### src/rtl/spmd_pkg.sv
// ----------------------------------------------------------------------------
// spmd_pkg
// Shared types and constants for the signal pending mask dispatcher.
// ----------------------------------------------------------------------------
package spmd_pkg;

  localparam int SIG_W       = 32;
  localparam int SIG_NUM_W   = 5;
  localparam int EXIT_W      = 8;
  localparam int REG_IDX_W   = 2;

  localparam int NUM_SIGNALS_DEF = 32;
  localparam int KILL_SIGNAL_DEF = 9;
  localparam int TERM_SIGNAL_DEF = 15;

  localparam logic [REG_IDX_W-1:0] REG_BLOCKED = 2'd0;
  localparam logic [REG_IDX_W-1:0] REG_IGNORE  = 2'd1;
  localparam logic [REG_IDX_W-1:0] REG_CUSTOM  = 2'd2;

  localparam logic REQ_SEND  = 1'b0;
  localparam logic REQ_CHECK = 1'b1;

  typedef struct packed {
    logic                 req_type;
    logic [SIG_NUM_W-1:0] sig_num;
  } req_t;

  typedef struct packed {
    logic                 delivered;
    logic [SIG_NUM_W-1:0] sig_out;
    logic                 terminated;
    logic [EXIT_W-1:0]    exit_code;
  } result_t;

  typedef struct packed {
    logic [SIG_W-1:0] blocked_mask;
    logic [SIG_W-1:0] ignore_mask;
    logic [SIG_W-1:0] custom_mask;
  } masks_t;

  typedef enum logic [1:0] {
    ST_IDLE = 2'b01,
    ST_SCAN = 2'b10
  } state_t;

endpackage

### src/rtl/spmd_cfg.sv
// ----------------------------------------------------------------------------
// spmd_cfg
// Configuration register file for the block, ignore and handler masks.
// ----------------------------------------------------------------------------
module spmd_cfg (
  input  logic                            clk,
  input  logic                            rst,
  input  logic                            cfg_valid,
  output logic                            cfg_ready,
  input  logic [spmd_pkg::REG_IDX_W-1:0]  cfg_index,
  input  logic [spmd_pkg::SIG_W-1:0]      cfg_data,
  output spmd_pkg::masks_t                masks
);
  import spmd_pkg::*;

  masks_t regs;

  assign cfg_ready = 1'b1;
  assign masks     = regs;

  always_ff @(posedge clk) begin
    if (rst) begin
      regs <= '0;
    end else if (cfg_valid && cfg_ready) begin
      case (cfg_index)
        REG_BLOCKED: begin
          regs.blocked_mask <= cfg_data;
        end
        REG_IGNORE: begin
          regs.ignore_mask <= cfg_data;
        end
        REG_CUSTOM: begin
          regs.custom_mask <= cfg_data;
        end
        default: begin
        end
      endcase
    end
  end

endmodule

### src/rtl/spmd_scan.sv
// ----------------------------------------------------------------------------
// spmd_scan
// Pending bits and the bit-serial dispatch scan, one signal number per cycle.
// ----------------------------------------------------------------------------
module spmd_scan #(
  parameter int NUM_SIGNALS = spmd_pkg::NUM_SIGNALS_DEF,
  parameter int KILL_SIGNAL = spmd_pkg::KILL_SIGNAL_DEF,
  parameter int TERM_SIGNAL = spmd_pkg::TERM_SIGNAL_DEF
) (
  input  logic                clk,
  input  logic                rst,
  input  logic                start,
  output logic                busy,
  input  spmd_pkg::req_t      req,
  input  spmd_pkg::masks_t    masks,
  output logic                done,
  output spmd_pkg::result_t   result
);
  import spmd_pkg::*;

  localparam int LIM = (NUM_SIGNALS > SIG_W) ? SIG_W : NUM_SIGNALS;
  localparam logic [SIG_NUM_W:0]   LIM_W  = (SIG_NUM_W+1)'(LIM);
  localparam logic [SIG_NUM_W:0]   KILL_W = (SIG_NUM_W+1)'(KILL_SIGNAL);
  localparam logic [SIG_NUM_W:0]   TERM_W = (SIG_NUM_W+1)'(TERM_SIGNAL);
  localparam logic [SIG_NUM_W-1:0] LAST   = SIG_NUM_W'(SIG_W - 1);

  state_t               state;
  logic [SIG_W-1:0]     pend;
  logic [SIG_W-1:0]     blk_sh;
  logic [SIG_W-1:0]     ign_sh;
  logic [SIG_W-1:0]     cus_sh;
  logic [SIG_NUM_W-1:0] cnt;
  logic                 found;
  logic                 fatal;
  logic [SIG_NUM_W-1:0] hit_sig;

  logic                 accept;
  logic                 send_ok;
  logic                 active;
  logic                 visit;
  logic                 take_custom;
  logic                 take_fatal;
  logic                 pend_bit_next;
  logic                 is_fatal_num;

  assign busy    = (state == ST_SCAN);
  assign accept  = start && !busy;
  assign send_ok = (req.sig_num != '0) && ({1'b0, req.sig_num} < LIM_W);

  // the pending word rotates once round per scan, bit 0 is signal cnt
  assign active        = !found && (cnt != '0) && ({1'b0, cnt} < LIM_W);
  assign visit         = active && pend[0] && !blk_sh[0];
  assign is_fatal_num  = ({1'b0, cnt} == KILL_W) || ({1'b0, cnt} == TERM_W);
  assign take_custom   = visit && !ign_sh[0] && cus_sh[0];
  assign take_fatal    = visit && !ign_sh[0] && !cus_sh[0] && is_fatal_num;
  assign pend_bit_next = visit ? 1'b0 : pend[0];

  always_ff @(posedge clk) begin
    if (rst) begin
      state <= ST_IDLE;
      pend  <= '0;
      done  <= 1'b0;
      cnt   <= '0;
      found <= 1'b0;
      fatal <= 1'b0;
    end else begin
      done <= 1'b0;
      case (state)
        ST_IDLE: begin
          if (accept) begin
            if (req.req_type == REQ_CHECK) begin
              state  <= ST_SCAN;
              blk_sh <= masks.blocked_mask;
              ign_sh <= masks.ignore_mask;
              cus_sh <= masks.custom_mask;
              cnt    <= '0;
              found  <= 1'b0;
              fatal  <= 1'b0;
            end else if (send_ok) begin
              pend <= pend | (SIG_W'(1) << req.sig_num);
            end
          end
        end
        ST_SCAN: begin
          pend   <= {pend_bit_next, pend[SIG_W-1:1]};
          blk_sh <= {1'b0, blk_sh[SIG_W-1:1]};
          ign_sh <= {1'b0, ign_sh[SIG_W-1:1]};
          cus_sh <= {1'b0, cus_sh[SIG_W-1:1]};
          cnt    <= cnt + 1'b1;
          if (take_custom || take_fatal) begin
            found   <= 1'b1;
            fatal   <= take_fatal;
            hit_sig <= cnt;
          end
          if (cnt == LAST) begin
            state <= ST_IDLE;
            done  <= 1'b1;
          end
        end
        default: begin
          state <= ST_IDLE;
        end
      endcase
    end
  end

  always_comb begin
    result            = '0;
    result.delivered  = found;
    result.sig_out    = found ? hit_sig : '0;
    result.terminated = found && fatal;
    result.exit_code  = (found && fatal) ?
                        {3'b100, hit_sig} : '0;
  end

  // checks
  a_done_after_scan: assert property (@(posedge clk) disable iff (rst)
    done |-> $past(state == ST_SCAN))
    else $error("result strobe without a scan");

  a_scan_runs_round: assert property (@(posedge clk) disable iff (rst)
    (state == ST_SCAN && cnt != LAST) |=> (state == ST_SCAN))
    else $error("scan ended before the pending word came round");

  a_term_delivered: assert property (@(posedge clk) disable iff (rst)
    (done && result.terminated) |-> (result.delivered && result.sig_out != '0))
    else $error("termination without a delivered signal");

  a_bit0_clear: assert property (@(posedge clk) disable iff (rst)
    (state == ST_IDLE) |-> !pend[0])
    else $error("signal zero pending");

  a_no_found_on_zero: assert property (@(posedge clk) disable iff (rst)
    (state == ST_SCAN && cnt == '0) |-> !found)
    else $error("hit recorded before the scan started");

endmodule

### src/rtl/signal_pending_mask_dispatcher.sv
// ----------------------------------------------------------------------------
// signal_pending_mask_dispatcher
// Per-process signal controller: pending bits, masks and priority dispatch.
// ----------------------------------------------------------------------------
// send: taken while idle, no result, busy stays low
// check: one signal number a cycle through the rotating pending word, result
//   strobed on done in the cycle after the last; next item taken in that cycle
// receiver cannot stall, each result shows on done for one cycle only
// synchronous reset clears the masks, the pending bits and the scan state
module signal_pending_mask_dispatcher #(
  parameter int NUM_SIGNALS = spmd_pkg::NUM_SIGNALS_DEF,
  parameter int KILL_SIGNAL = spmd_pkg::KILL_SIGNAL_DEF,
  parameter int TERM_SIGNAL = spmd_pkg::TERM_SIGNAL_DEF
) (
  input  logic                            clk,
  input  logic                            rst,
  input  logic                            start,
  output logic                            busy,
  input  spmd_pkg::req_t                  req,
  input  logic                            cfg_valid,
  output logic                            cfg_ready,
  input  logic [spmd_pkg::REG_IDX_W-1:0]  cfg_index,
  input  logic [spmd_pkg::SIG_W-1:0]      cfg_data,
  output logic                            done,
  output spmd_pkg::result_t               result
);
  import spmd_pkg::*;

  masks_t masks;

  spmd_cfg u_cfg (
    .clk       (clk),
    .rst       (rst),
    .cfg_valid (cfg_valid),
    .cfg_ready (cfg_ready),
    .cfg_index (cfg_index),
    .cfg_data  (cfg_data),
    .masks     (masks)
  );

  spmd_scan #(
    .NUM_SIGNALS (NUM_SIGNALS),
    .KILL_SIGNAL (KILL_SIGNAL),
    .TERM_SIGNAL (TERM_SIGNAL)
  ) u_scan (
    .clk    (clk),
    .rst    (rst),
    .start  (start),
    .busy   (busy),
    .req    (req),
    .masks  (masks),
    .done   (done),
    .result (result)
  );

endmodule
### config.mk
export PLATFORM = sky130hd
export DESIGN_NAME = signal_pending_mask_dispatcher
export DESIGN_NICKNAME = d
export VERILOG_FILES = /design/src/rtl/spmd_pkg.sv /design/src/rtl/spmd_cfg.sv /design/src/rtl/spmd_scan.sv /design/src/rtl/signal_pending_mask_dispatcher.sv
export SDC_FILE = /design/constraint.sdc
export NUM_CORES = 1
export LEC_CHECK = 0
export BUFFER_PORTS_ARGS = -buffer_cell sky130_fd_sc_hd__buf_2
export CAP_MARGIN = 10
export CORE_MARGIN = 4
export CORE_UTILIZATION = 54
export DETAILED_ROUTE_END_ITERATION = 12
export HOLD_SLACK_MARGIN = 0.1
export PLACE_DENSITY = 0.85
export SYNTH_ARGS = -nofsm -noshare
export SYNTH_HDL_FRONTEND = slang
export SYNTH_HIERARCHICAL = 1
export SYNTH_SLANG_ARGS = --single-unit
### constraint.sdc
create_clock -name clk -period 5.4 [get_ports clk]
set_input_delay 0.27 -clock clk [delete_from_list [all_inputs] [get_ports clk]]
set_output_delay 0.27 -clock clk [all_outputs]
set_load 0.01 [all_outputs]
==> run_results.csv <==
group,metric,value,unit
routing,finalWirelength,19.33,mm
critical_path,crit_buf_inv,3,
synth,synth-main-ff-cell,"dfxtp_1",
sta,skew,0.01069,ns
routing,post-route-drc-count,0,
sta,rsz0062_at_grt,"no",
outcome,status,"complete, no violations",
synth,synthesis.area,0.01063,mm²
placed_design,place.gp.congestion,0.7616,
synth,synthAdderAreaFrac,0.8240,%
layout,antenna_cells,0,
worst_hold_path,holdPathEnd,"u_cfg/masks[64]",
layout,drive_above_1_share,24.89,%
floorplan,start_util,54.79,%
sta,setup_tns,0,ns
sta,min_period,3.097,ns
clock_tree,cts-root-buf,"clkbuf_16",
clock_tree,cts_tree,"built",
synth,syn_area_per_cell,12.29,µm²
layout,fin_nets,972,
placed_design,hpwl,11.38,mm
critical_path,cp-startpoint,"u_scan/state[0]",
floorplan,fp.dieH,148.3,µm
power_and_ir_drop,total_power,4.578,mW
grt,first_global_vias,6562,
sta,drv_slew,0,
sta,fin_crit_sh,57.35,%
run,maxCapViolations,0,
power_and_ir_drop,leakage,4.735,nW
grt,grt_start_max_net_pins,93,
critical_path,start_kind,"flop",
clock_tree,htree_levels,1,
floorplan,pin_count,62,
routing,ant_nets,0,
critical_path,cp_top_family,"buffers and inverters",
critical_path,cp.arrival,3.25,ns
synth,synth_seq_cells,239,
layout,layout.area.seq,0.005796,mm²
grt,track_usage,17.60,%
grt,overflow,0,
layout,final.fill_count,1524,
clock_tree,clk_pin_slew,0.06,ns
floorplan,rows,51,
critical_path,rr_startpoint,"u_scan/state[0]",
critical_path,r2r_slack,2.30,ns
worst_hold_path,hold_depth,3,
worst_hold_path,worstHoldStart,"cfg_data[0]",
sta,hold_viol,0,
critical_path,critPathSlowestCell,"buf_4",
layout,layout_commonest_cell,"dfxtp_1",
clock_tree,cts_sinks,239,
synth,synthMuxAreaShare,19.00,%
synth,ys_seq_area_share,54.53,%
layout,synthToLayoutAreaGrowth,13.20,%
clock_tree,clockBufferDepth,3,
critical_path,reg2reg_depth,7,
synth,ys_types,42,
grt,grt_pass1_wl,32.44,mm
critical_path,path_cells,"inv_1 -> ha_4 -> nand3b_1 -> a21o_1 -> nor2_4 -> buf_4 -> buf_4",
critical_path,critPathMaxFanout,59,
synth,synth-compound-area-share,6.910,%
synth,async_flop_share,0,%
routing,vias,6471,
routing,via_per_inst,5.370,
sta,maxSlewHeadroom,22.01,%
synth,synth_cells,865,
sta,worstMarginPinSlew,1.170,ns
routing,wl_per_cell,16.04,µm
critical_path,path_class,"flop to flop",
worst_hold_path,hp-class,"input pin to flop",
sta,hold_ws,0.1078,ns
layout,multi_input_area,0.004373,mm²
critical_path,endpoint_kind,"flop",
synth,yosys.area_share.simple,13.98,%
grt,antenna_found_initial,0,
critical_path,worst_path_largest_cell_delay,0.71,ns
synth,synth_enable_flop_cells,101,
clock_tree,cts_setup_buffers,0,
critical_path,rr_endpoint,"u_scan/cus_sh[22]",
critical_path,crit_top_cell,"buf_4",
sta,setup_viol,0,
power_and_ir_drop,p_per_area,380.5,mW/mm²
clock_tree,numCtsBuffers,25,
floorplan,die_width,148.3,µm
synth,synth_xor_area_share,0,%
synth,synth_top_family_by_area,"multiplexers",
routing,detail_route.first_pass.iterations,5,
synth,ys_warn_count,6,
floorplan,core,0.01940,mm²
routing,drt_iter0_markers,426,
clock_tree,clk_latency,0.53,ns
sta,clock.fmax,322.9,MHz
floorplan,fp.dieArea,0.02199,mm²
placed_design,portBuffers,58,
layout,layout_common_cells,"dfxtp_1 (138), nand2b_1 (130), edfxtp_1 (101)",
critical_path,cp.required,5.55,ns
power_and_ir_drop,vdd.ir_drop.worst,336.8,µV
==> layer usage <==
metal  up-vias  GRT usage (%)  part of all wire (%)
li1       3175              -                     -
met1      3155          23.91                    46
met2       111          30.01                    49
met3        30          2.681                   3.7
met4         0          4.065                   1.8
met5         -              0                     0
==> stage by stage <==
| step | std cells | setup slack, ns | area, µm² | utilization, % |
|---|---|---|---|---|
| floorplan | 866 | 1.344 | 10640 | - |
| global placement | 1134 | 2.395 | 10990 | 56.64 |
| detailed placement | 1134 | 2.293 | 10990 | 56.64 |
| CTS | 1205 | 2.288 | 12030 | 62.02 |
| global route | 1205 | 2.094 | 12030 | 62.02 |
| finish | 1205 | 2.303 | 12030 | 62.02 |
==> layout make-up <==
cell class | count | share of cell area [%]
multi-input combinational | 527 | 36.35
tap | 265 | 2.756
clock buffer | 35 | 5.761
inverter | 38 | 1.186
sequential | 239 | 48.17
clock inverter | 11 | 0.8319
timing repair buffer | 90 | 4.950
==> cell usage after synthesis (all sizes together) (4+ instances only) <==
master | instances | area (µm²)
nand2 | 5 | 18.77
a211oi | 13 | 97.59
mux2 | 94 | 1059
edfxtp | 101 | 3033
buf | 29 | 231.5
o21ai | 4 | 20.02
inv | 38 | 142.6
mux2i | 96 | 960.9
a2111oi | 31 | 471.7
nor2 | 58 | 217.7
nand3b | 7 | 52.55
nor2b | 8 | 50.05
nor3 | 20 | 105.1
and3 | 7 | 43.79
nand2b | 130 | 813.3
a21oi | 7 | 35.03
a311oi | 5 | 43.79
and2 | 8 | 50.05
ha | 7 | 87.58
clkbuf | 33 | 123.9
nor3b | 4 | 35.03
dfxtp | 138 | 2763
==> cells by family (layout without fill, tap and decap cells) <==
kind of cell	count (synthesis)	after routing
AO/OA/AOI/OAI	68	68
multiplexers	190	190
other	2	3
buffers and inverters	100	174
adder cells (fa/ha/maj)	7	7
AND/OR/NAND/NOR	259	259
flip-flops	239	239
==> worst reg2reg max path, delay by kind of cell (launching register included) <==
kind / cells / cell delay [ns]
buffers and inverters: 3 / 1.26
AND/OR/NAND/NOR: 2 / 0.46
adder cells (fa/ha/maj): 1 / 0.36
flip-flops: 1 / 0.33
AO/OA/AOI/OAI: 1 / 0.29
==> worst max path at each step <==
stage / endpoint / slack, ns / cells after the start
6_report: u_scan/cus_sh[22] / 2.30 / 7
5_1_grt: u_scan/cus_sh[22] / 2.09 / 7
4_1_cts: u_scan/cus_sh[22] / 2.29 / 7
3_5_place_dp: u_scan/ign_sh[26] / 2.29 / 7
3_3_place_gp: u_scan/cus_sh[22] / 2.40 / 7
2_1_floorplan: u_scan/blk_sh[0] / 1.34 / 5
==> sequential cells by signal, summed over array words and instances (netlist names) <==
signal          cells
u_scan/blk_sh      32
u_scan/cus_sh      32
u_scan/fatal        1
u_cfg/masks        96
u_scan/ign_sh      32
u_scan/hit_sig      5
u_scan/cnt          5
u_scan/state        2
u_scan/done         1
u_scan/found        1
u_scan/pend        32
==> report_power, final <==
| part | switching [mW] | internal [mW] | total [mW] |
|---|---|---|---|
| Clock | 0.700 | 0.952 | 1.65 |
| Combinational | 0.434 | 0.256 | 0.690 |
| Sequential | 0.0746 | 2.16 | 2.24 |
| Total | 1.21 | 3.37 | 4.58 |
==> what timing repair did <==
action | CTS | global route
setup endpoints to repair | 0 | 0
gates resized for setup | 0 | 0
hold endpoints to repair | 65 | 0
hold buffers | 25 | 0
Note: power is estimated with default switching activity, not from simulation.
